==> config.mk <==
export PLATFORM = sky130hd
export DESIGN_NAME = hfjap_ctrl
export DESIGN_NICKNAME = d
export VERILOG_FILES = /design/src/design/hfjap_pkg.sv /design/src/design/hfjap_ctrl.sv
export SDC_FILE = /design/constraint.sdc
export NUM_CORES = 1
export LEC_CHECK = 0
export ABC_AREA = 0
export BUFFER_PORTS_ARGS = -buffer_cell sky130_fd_sc_hd__buf_4
export CORE_UTILIZATION = 31
export CTS_CLUSTER_SIZE = 12
export DETAILED_ROUTE_END_ITERATION = 8
export GPL_ROUTABILITY_DRIVEN = 0
export PLACE_DENSITY = 0.53
export SLEW_MARGIN = 20
export SYNTH_ARGS = -nofsm -noshare
export SYNTH_HDL_FRONTEND = slang
export SYNTH_SLANG_ARGS = --single-unit
==> constraint.sdc <==
create_clock -name clk -period 2.4 [get_ports clk]
set_input_delay 0.6 -clock clk [delete_from_list [all_inputs] [get_ports clk]]
set_output_delay 0.6 -clock clk [all_outputs]
set_load 0.1 [all_outputs]
==> src/design/hfjap_pkg.sv <==
// ----------------------------------------------------------------------------
// hfjap_pkg
// shared types, commands and the inverse square root seed table
// ----------------------------------------------------------------------------
`timescale 1ns / 1ps

package hfjap_pkg;

    localparam int MAX_BODIES_DEF = 16;

    // datapath operations
    typedef enum logic [4:0] {
        OP_NONE,
        OP_LOAD_SELF,
        OP_DIFF,
        OP_SQ,
        OP_ZERO_HIT,
        OP_NORM_INIT,
        OP_NORM_STEP,
        OP_NEWT_SQ,
        OP_NEWT_Q,
        OP_NEWT_Y,
        OP_CUBE,
        OP_MASS,
        OP_UNIT,
        OP_DOT,
        OP_WVEC,
        OP_ACC,
        OP_JERK,
        OP_EMIT
    } op_t;

    typedef struct packed {
        op_t        op;
        logic [1:0] comp;
        logic       last;
        logic [3:0] index;
    } cmd_t;

    typedef struct packed {
        logic r_zero;
        logic norm_ok;
    } sts_t;

    // one stored body
    typedef struct packed {
        logic [31:0]      mass;
        logic [2:0][31:0] vel;
        logic [2:0][31:0] pos;
    } body_row_t;

    // q1.31 seed of 1/sqrt(x), indexed by the top four bits of a q2.30 value
    function automatic logic [31:0] seed_lookup(input logic [3:0] idx);
        logic [31:0] val;
        case (idx)
            4'd4:    val = 32'd2024667000;
            4'd5:    val = 32'd1831380000;
            4'd6:    val = 32'd1684625000;
            4'd7:    val = 32'd1568300000;
            4'd8:    val = 32'd1473162000;
            4'd9:    val = 32'd1393471000;
            4'd10:   val = 32'd1325456000;
            4'd11:   val = 32'd1266517000;
            4'd12:   val = 32'd1214800000;
            4'd13:   val = 32'd1168942000;
            4'd14:   val = 32'd1127914000;
            4'd15:   val = 32'd1090923000;
            default: val = 32'd2147483648;
        endcase
        return val;
    endfunction

endpackage

==> src/design/hfjap_ctrl.sv <==
// ----------------------------------------------------------------------------
// hfjap_ctrl
// load counter and pair sequencer, issues one datapath command per cycle
// ----------------------------------------------------------------------------
`timescale 1ns / 1ps

module hfjap_ctrl #(
    parameter int MAX_BODIES = hfjap_pkg::MAX_BODIES_DEF
) (
    input  logic                          clk,
    input  logic                          rst_n,
    input  logic                          start,
    input  logic                          last_body,
    output logic                          busy,
    output logic                          result_valid,
    input  hfjap_pkg::sts_t               sts,
    output hfjap_pkg::cmd_t               cmd,
    output logic                          mem_we,
    output logic                          mem_re,
    output logic [$clog2(MAX_BODIES)-1:0] wr_addr,
    output logic [$clog2(MAX_BODIES)-1:0] rd_addr
);

    localparam int CW = $clog2(MAX_BODIES + 1);

    typedef enum logic [4:0] {
        S_IDLE,
        S_RD_I,
        S_LATCH_I,
        S_RD_J,
        S_DIFF,
        S_SQ,
        S_ZCHK,
        S_NORM,
        S_NEWT_SQ,
        S_NEWT_Q,
        S_NEWT_Y,
        S_CUBE_SQ,
        S_CUBE,
        S_MASS,
        S_UNIT,
        S_DOT,
        S_WVEC,
        S_ACC,
        S_JERK,
        S_EMIT
    } state_t;

    state_t          state_reg, state_next;
    logic [CW-1:0]   count_reg, count_next;
    logic [CW-1:0]   i_reg, i_next;
    logic [CW-1:0]   j_reg, j_next;
    logic [1:0]      comp_reg, comp_next;
    logic            newt_reg, newt_next;
    logic            valid_reg, valid_next;
    logic [CW+3:0]   i_wide;
    logic            accept;
    logic            i_last;

    assign i_wide       = {4'b0, i_reg};
    assign accept       = start && (state_reg == S_IDLE);
    assign i_last       = (CW'(i_reg + 1'b1) == count_reg);
    assign busy         = (state_reg != S_IDLE);
    assign result_valid = valid_reg;
    assign wr_addr      = count_reg[$clog2(MAX_BODIES)-1:0];

    always_comb
    begin
        state_next = state_reg;
        count_next = count_reg;
        i_next     = i_reg;
        j_next     = j_reg;
        comp_next  = comp_reg;
        newt_next  = newt_reg;
        valid_next = 1'b0;
        mem_we     = 1'b0;
        mem_re     = 1'b0;
        rd_addr    = i_reg[$clog2(MAX_BODIES)-1:0];
        cmd.op     = hfjap_pkg::OP_NONE;
        cmd.comp   = comp_reg;
        cmd.last   = i_last;
        cmd.index  = i_wide[3:0];

        // step through the components, then move on
        case (state_reg)
            S_IDLE:
            begin
                if (accept)
                begin
                    if (count_reg < CW'(MAX_BODIES))
                    begin
                        mem_we     = 1'b1;
                        count_next = count_reg + 1'b1;
                    end
                    if (last_body)
                    begin
                        i_next     = '0;
                        state_next = S_RD_I;
                    end
                end
            end
            S_RD_I:
            begin
                mem_re     = 1'b1;
                state_next = S_LATCH_I;
            end
            S_LATCH_I:
            begin
                cmd.op     = hfjap_pkg::OP_LOAD_SELF;
                j_next     = '0;
                state_next = S_RD_J;
            end
            S_RD_J:
            begin
                rd_addr = j_reg[$clog2(MAX_BODIES)-1:0];
                if (j_reg == count_reg)
                begin
                    state_next = S_EMIT;
                end
                else if (j_reg == i_reg)
                begin
                    j_next = j_reg + 1'b1;
                end
                else
                begin
                    mem_re     = 1'b1;
                    state_next = S_DIFF;
                end
            end
            S_DIFF:
            begin
                cmd.op     = hfjap_pkg::OP_DIFF;
                comp_next  = 2'd0;
                state_next = S_SQ;
            end
            S_SQ:
            begin
                cmd.op = hfjap_pkg::OP_SQ;
                if (comp_reg == 2'd2)
                begin
                    comp_next  = 2'd0;
                    state_next = S_ZCHK;
                end
                else
                begin
                    comp_next = comp_reg + 1'b1;
                end
            end
            S_ZCHK:
            begin
                if (sts.r_zero)
                begin
                    cmd.op     = hfjap_pkg::OP_ZERO_HIT;
                    j_next     = j_reg + 1'b1;
                    state_next = S_RD_J;
                end
                else
                begin
                    cmd.op     = hfjap_pkg::OP_NORM_INIT;
                    state_next = S_NORM;
                end
            end
            S_NORM:
            begin
                cmd.op = hfjap_pkg::OP_NORM_STEP;
                if (sts.norm_ok)
                begin
                    newt_next  = 1'b0;
                    state_next = S_NEWT_SQ;
                end
            end
            S_NEWT_SQ:
            begin
                cmd.op     = hfjap_pkg::OP_NEWT_SQ;
                state_next = S_NEWT_Q;
            end
            S_NEWT_Q:
            begin
                cmd.op     = hfjap_pkg::OP_NEWT_Q;
                state_next = S_NEWT_Y;
            end
            S_NEWT_Y:
            begin
                cmd.op = hfjap_pkg::OP_NEWT_Y;
                if (newt_reg)
                begin
                    state_next = S_CUBE_SQ;
                end
                else
                begin
                    newt_next  = 1'b1;
                    state_next = S_NEWT_SQ;
                end
            end
            S_CUBE_SQ:
            begin
                cmd.op     = hfjap_pkg::OP_NEWT_SQ;
                state_next = S_CUBE;
            end
            S_CUBE:
            begin
                cmd.op     = hfjap_pkg::OP_CUBE;
                state_next = S_MASS;
            end
            S_MASS:
            begin
                cmd.op     = hfjap_pkg::OP_MASS;
                comp_next  = 2'd0;
                state_next = S_UNIT;
            end
            S_UNIT, S_DOT, S_WVEC, S_ACC, S_JERK:
            begin
                case (state_reg)
                    S_UNIT:  cmd.op = hfjap_pkg::OP_UNIT;
                    S_DOT:   cmd.op = hfjap_pkg::OP_DOT;
                    S_WVEC:  cmd.op = hfjap_pkg::OP_WVEC;
                    S_ACC:   cmd.op = hfjap_pkg::OP_ACC;
                    default: cmd.op = hfjap_pkg::OP_JERK;
                endcase
                if (comp_reg == 2'd2)
                begin
                    comp_next = 2'd0;
                    case (state_reg)
                        S_UNIT:  state_next = S_DOT;
                        S_DOT:   state_next = S_WVEC;
                        S_WVEC:  state_next = S_ACC;
                        S_ACC:   state_next = S_JERK;
                        default:
                        begin
                            j_next     = j_reg + 1'b1;
                            state_next = S_RD_J;
                        end
                    endcase
                end
                else
                begin
                    comp_next = comp_reg + 1'b1;
                end
            end
            S_EMIT:
            begin
                cmd.op     = hfjap_pkg::OP_EMIT;
                valid_next = 1'b1;
                if (i_last)
                begin
                    count_next = '0;
                    state_next = S_IDLE;
                end
                else
                begin
                    i_next     = i_reg + 1'b1;
                    state_next = S_RD_I;
                end
            end
            default:
            begin
                state_next = S_IDLE;
            end
        endcase
    end

    always_ff @(posedge clk or negedge rst_n)
    begin
        if (!rst_n)
        begin
            state_reg <= S_IDLE;
            count_reg <= '0;
            i_reg     <= '0;
            j_reg     <= '0;
            comp_reg  <= '0;
            newt_reg  <= 1'b0;
            valid_reg <= 1'b0;
        end
        else
        begin
            state_reg <= state_next;
            count_reg <= count_next;
            i_reg     <= i_next;
            j_reg     <= j_next;
            comp_reg  <= comp_next;
            newt_reg  <= newt_next;
            valid_reg <= valid_next;
        end
    end

endmodule

* Word-level counts from Yosys, hierarchy flattened
Index checks and enable logic that the tools add are counted.
Widths: inputs -> output; s select.
** Operators by class
- Add/sub/neg operators :: 4
- Magnitude comparators :: 1
- Eq/ne operators :: 36
- Muxes and demuxes :: 41
- Reduce and logical (&&, ||, !) cells :: 17
** Operators by type and width (number)
- $mux 5 :: 18
- $pmux 5 s16 :: 1
- $pmux 5 s12 :: 1
- $pmux 5 s4 :: 3
- $eq 5x4->1 const B :: 8
- $ne 2x2->1 const B :: 11
- $eq 5x3->1 const B :: 4
- $eq 5x5->1 const B :: 4
- $pmux 5 s2 :: 2
- $add 5x1->5 const B :: 3
- $eq 5x5->1 :: 3
- $reduce_and 6->1 :: 2
- $eq 5x2->1 const B :: 2
- $mux 1 :: 9
- $reduce_and 4->1 :: 2
- $reduce_bool 2->1 :: 3
- $reduce_or 6->1 :: 1
- $eq 5x1->1 const B :: 1
- $logic_not 5->1 :: 1
- $lt 5x5->1 const B :: 1
- $reduce_bool 5->1 :: 1
- $reduce_or 5->1 :: 1
- $mux 2 :: 2
- $mux 4 :: 1
- 12 further kinds :: 14
** Word-level totals
- Bits in registers :: 24
- Input port bits :: 6
- Output and inout bits :: 24

* Logic depth before layout (Yosys ltp)
- Word-level depth :: 5
- Depth in mapped cells :: 8

* Least setup slack after synthesis
No wires, ideal clock.
- Path kind :: reg-to-output
- Start point :: reg state_reg[2]
- End point :: out mem_re
- Data arrival time :: 3.029 ns
- Required time :: 1.800 ns
- Path slack :: -1.229 ns
- Stages on the path, launching flop included :: 4
- Path through :: dfrtp_1 -> or3_1 -> buf_6 -> o21ai_0
** On the way
- Word-level cells in the longest chain between the ends :: 2
** RTL lines
- from (decl) :: line hfjap_ctrl.sv:49 : state_t state_reg, state_next;
- from (signal assigned) :: line hfjap_ctrl.sv:276 : state_reg <= state_next;
- $eq 5x2->1 / $eq 5x1->1 (equally long branches) :: line hfjap_ctrl.sv:85 : case (state_reg)
- $pmux 1 s2 * :: line hfjap_ctrl.sv:85
- to (decl) :: line hfjap_ctrl.sv:19 : output logic mem_re,
Every way passes the cells marked *; elsewhere a longest branch is shown, timed or not.

* Final worst setup path
- Start point :: reg state_reg[3]
- End point :: out rd_addr[3]
** On the way
- Word-level cells in the longest chain between the ends :: 2
** RTL lines
- $eq 5x2->1 :: line hfjap_ctrl.sv:85
- $mux 4 :: line hfjap_ctrl.sv:85
- to (decl) :: line hfjap_ctrl.sv:21 : output logic [$clog2(MAX_BODIES)-1:0] rd_addr
No other way between the ends.

==> metrics.txt <==
Mapped Area 0.00200 mm²; slack of the worst reg-to-reg path 220 ps; initial DRC count 79; register area share after synthesis 30.0%; vias per inst 5.33; Core ar. 0.00606 mm²; Max Cap Viol 0; area leader, netlist dfrtp_1; maximum clock path buffer count 2; vias in the first global route 1701; Hold Crit Class in2async; Synth area leaders dfrtp_1 30%, o21ai_0 5.3%, xnor2_1 4.4%; Post-synth EDFFs 0; wire per inst 15.2 µm; failing checks setup timing; multi-input logic area 0.00138 mm²; DIE AREA 0.00677 mm²; top-area cell type share of the netlist area 30.0%; clk sinks 24; Detailed Place HPWL 4.10 mm; most numerous cell in the Yosys netlist dfrtp_1; diodes inserted 0; TritonCTS clock tree done; Crit Path Class reg2out; post-route minimum period 2420 ps; RSZ-0062 raised after global routing true; die height 82.3 µm; drt drc 0; Slew Viols, Final 0; IO Count 30; total global-route track usage 17.4%; clock root cell clkbuf_8; Vias 1902; largest net degree at the start of global routing 25; Filler Cell Count 625; slowest CP cell dfrtp_1; crit path setup slack, layout -19.3 ps; layout cells sized above 1 37.9%; cts hold-fix bufs 0; startpoint types flop; Hold Fails Final Rpt 0; Nets 292; drt pass-1 iters 4; Worst Path Max Fanout 5; Mapped Cells 241; CTS Buf Count 3; critical path data arrival time 1820 ps; CP max stage delay 410 ps; hold slack 220 ps; Horiz. Die Dim 82.3 µm; share of synthesized registers carrying an async set or reset 100%; Distinct cells, synth 57; Fmax achieved 0.413 GHz; Initial Util 33.0%; first-pass GRT wire length 8.90 mm; flops & latches, synth 24; max_slew headroom 73.8%; critical path, cell by cell or3_4 -> nor2_4 -> buf_6 -> mux2_4 -> buf_12; H-Tree Depth 1; Area growth syn-to-layout 36.9%; fin crit share 101%; syn avg cell area 8.30 µm²; Reg area 603 µm²; Synth Flop Type dfrtp_1; initial antenna violation count 0; FP Rows 28; Required @ worst endpoint 1800 ps; global route total overflow 0; routed wire length 5.43 mm; worst-margin pin slew 392 ps; post-route ant nets 0; Final setup viols 3; synth cell count leaders 24 x dfrtp_1, 22 x nand2_1, 21 x o21ai_0; clk slew on worst S/H paths 90 ps; Syn Nets 250; Yosys warnings 0; count of input and output buffers 29; clock skew 0.875 ps; Crit. End Element output pin; status complete, but fails checks; Clock Latency Late Sink 270 ps; Design Area, Final 0.00274 mm²; dpl cell area 0.00240 mm²
worst max-delay path: cells and delay by family, from the launching register on:
family | cells | cell delay, ps
DFF | 1 | 410
muxes | 1 | 320
buffers and inverters | 2 | 310
and+or+nand+nor | 2 | 510
metal layers:
layer	share of wire [%]	track usage [%]	up-vias
met2	45	26.3	31
met1	51	26.0	919
met3	2.9	2.86	5
li1	-	-	947
met4	0.46	2.81	0
met5	0	0	-
what timing repair did:
action	CTS	global route
gates cloned	0	0
gates resized for setup	32	22
pin swaps	6	6
endpoints found under the setup margin	11	11
buffers inserted	5	2
stage by stage:
step | utilization, % | std cells | setup WS (ps) | setup TNS [ps]
2_1_floorplan | - | 241 | -86.2 | -86.2
3_3_place_gp | 39.7 | 346 | 147 | 0
3_5_place_dp | 39.7 | 346 | 136 | 0
4_1_cts | 43.2 | 355 | -10.9 | -15.0
5_1_grt | 45.1 | 357 | -64.1 | -308
6_report | 45.1 | 357 | -19.3 | -44.3
path summary, 6_finish.rpt:
check / depth (start not counted) / start / end
setup / recovery: 5 / state_reg[3] / rd_addr[3]
hold / removal: 1 / rst_n / j_reg[0]
setup reg to reg: 9 / i_reg[0] / i_reg[2]
hold reg to reg: 1 / newt_reg / newt_reg
max in group asynchronous: 1 / rst_n / i_reg[3]
min in group clk: 1 / newt_reg / newt_reg
cells in the final DEF (no fill, tap or decap), types with 4 or more instances in the layout:
master / n
inv_1: 7
xor2_1: 5
o21ai_0: 18
xnor2_1: 9
a31o_2: 4
dfrtp_1: 22
buf_4: 45
buf_6: 4
a21oi_1: 12
nor3_1: 4
buf_12: 9
nand3_1: 9
nor2_1: 18
nand2b_1: 6
a31oi_1: 4
clkbuf_8: 4
nand2_1: 21
cell families after synthesis:
group                      share of synthesized area [%]
buffers and inverters                               7.95
and+or+nand+nor                                     24.9
adders and majority gates                           1.88
AOI/OAI and AO/OA                                   22.9
xor gates and xnor gates                            7.45
muxes                                               4.88
DFF                                                 30.0
layout make-up:
class,count,area share (%)
well taps,75,3.43
inverters,9,1.46
repair buffers,58,20.6
multi-input cells,187,50.5
clock buffers,4,2.01
flip-flops and latches,24,22.0
Power is not shown: default switching activity piles up to over one toggle a cycle in this logic, so the estimate is an artifact.
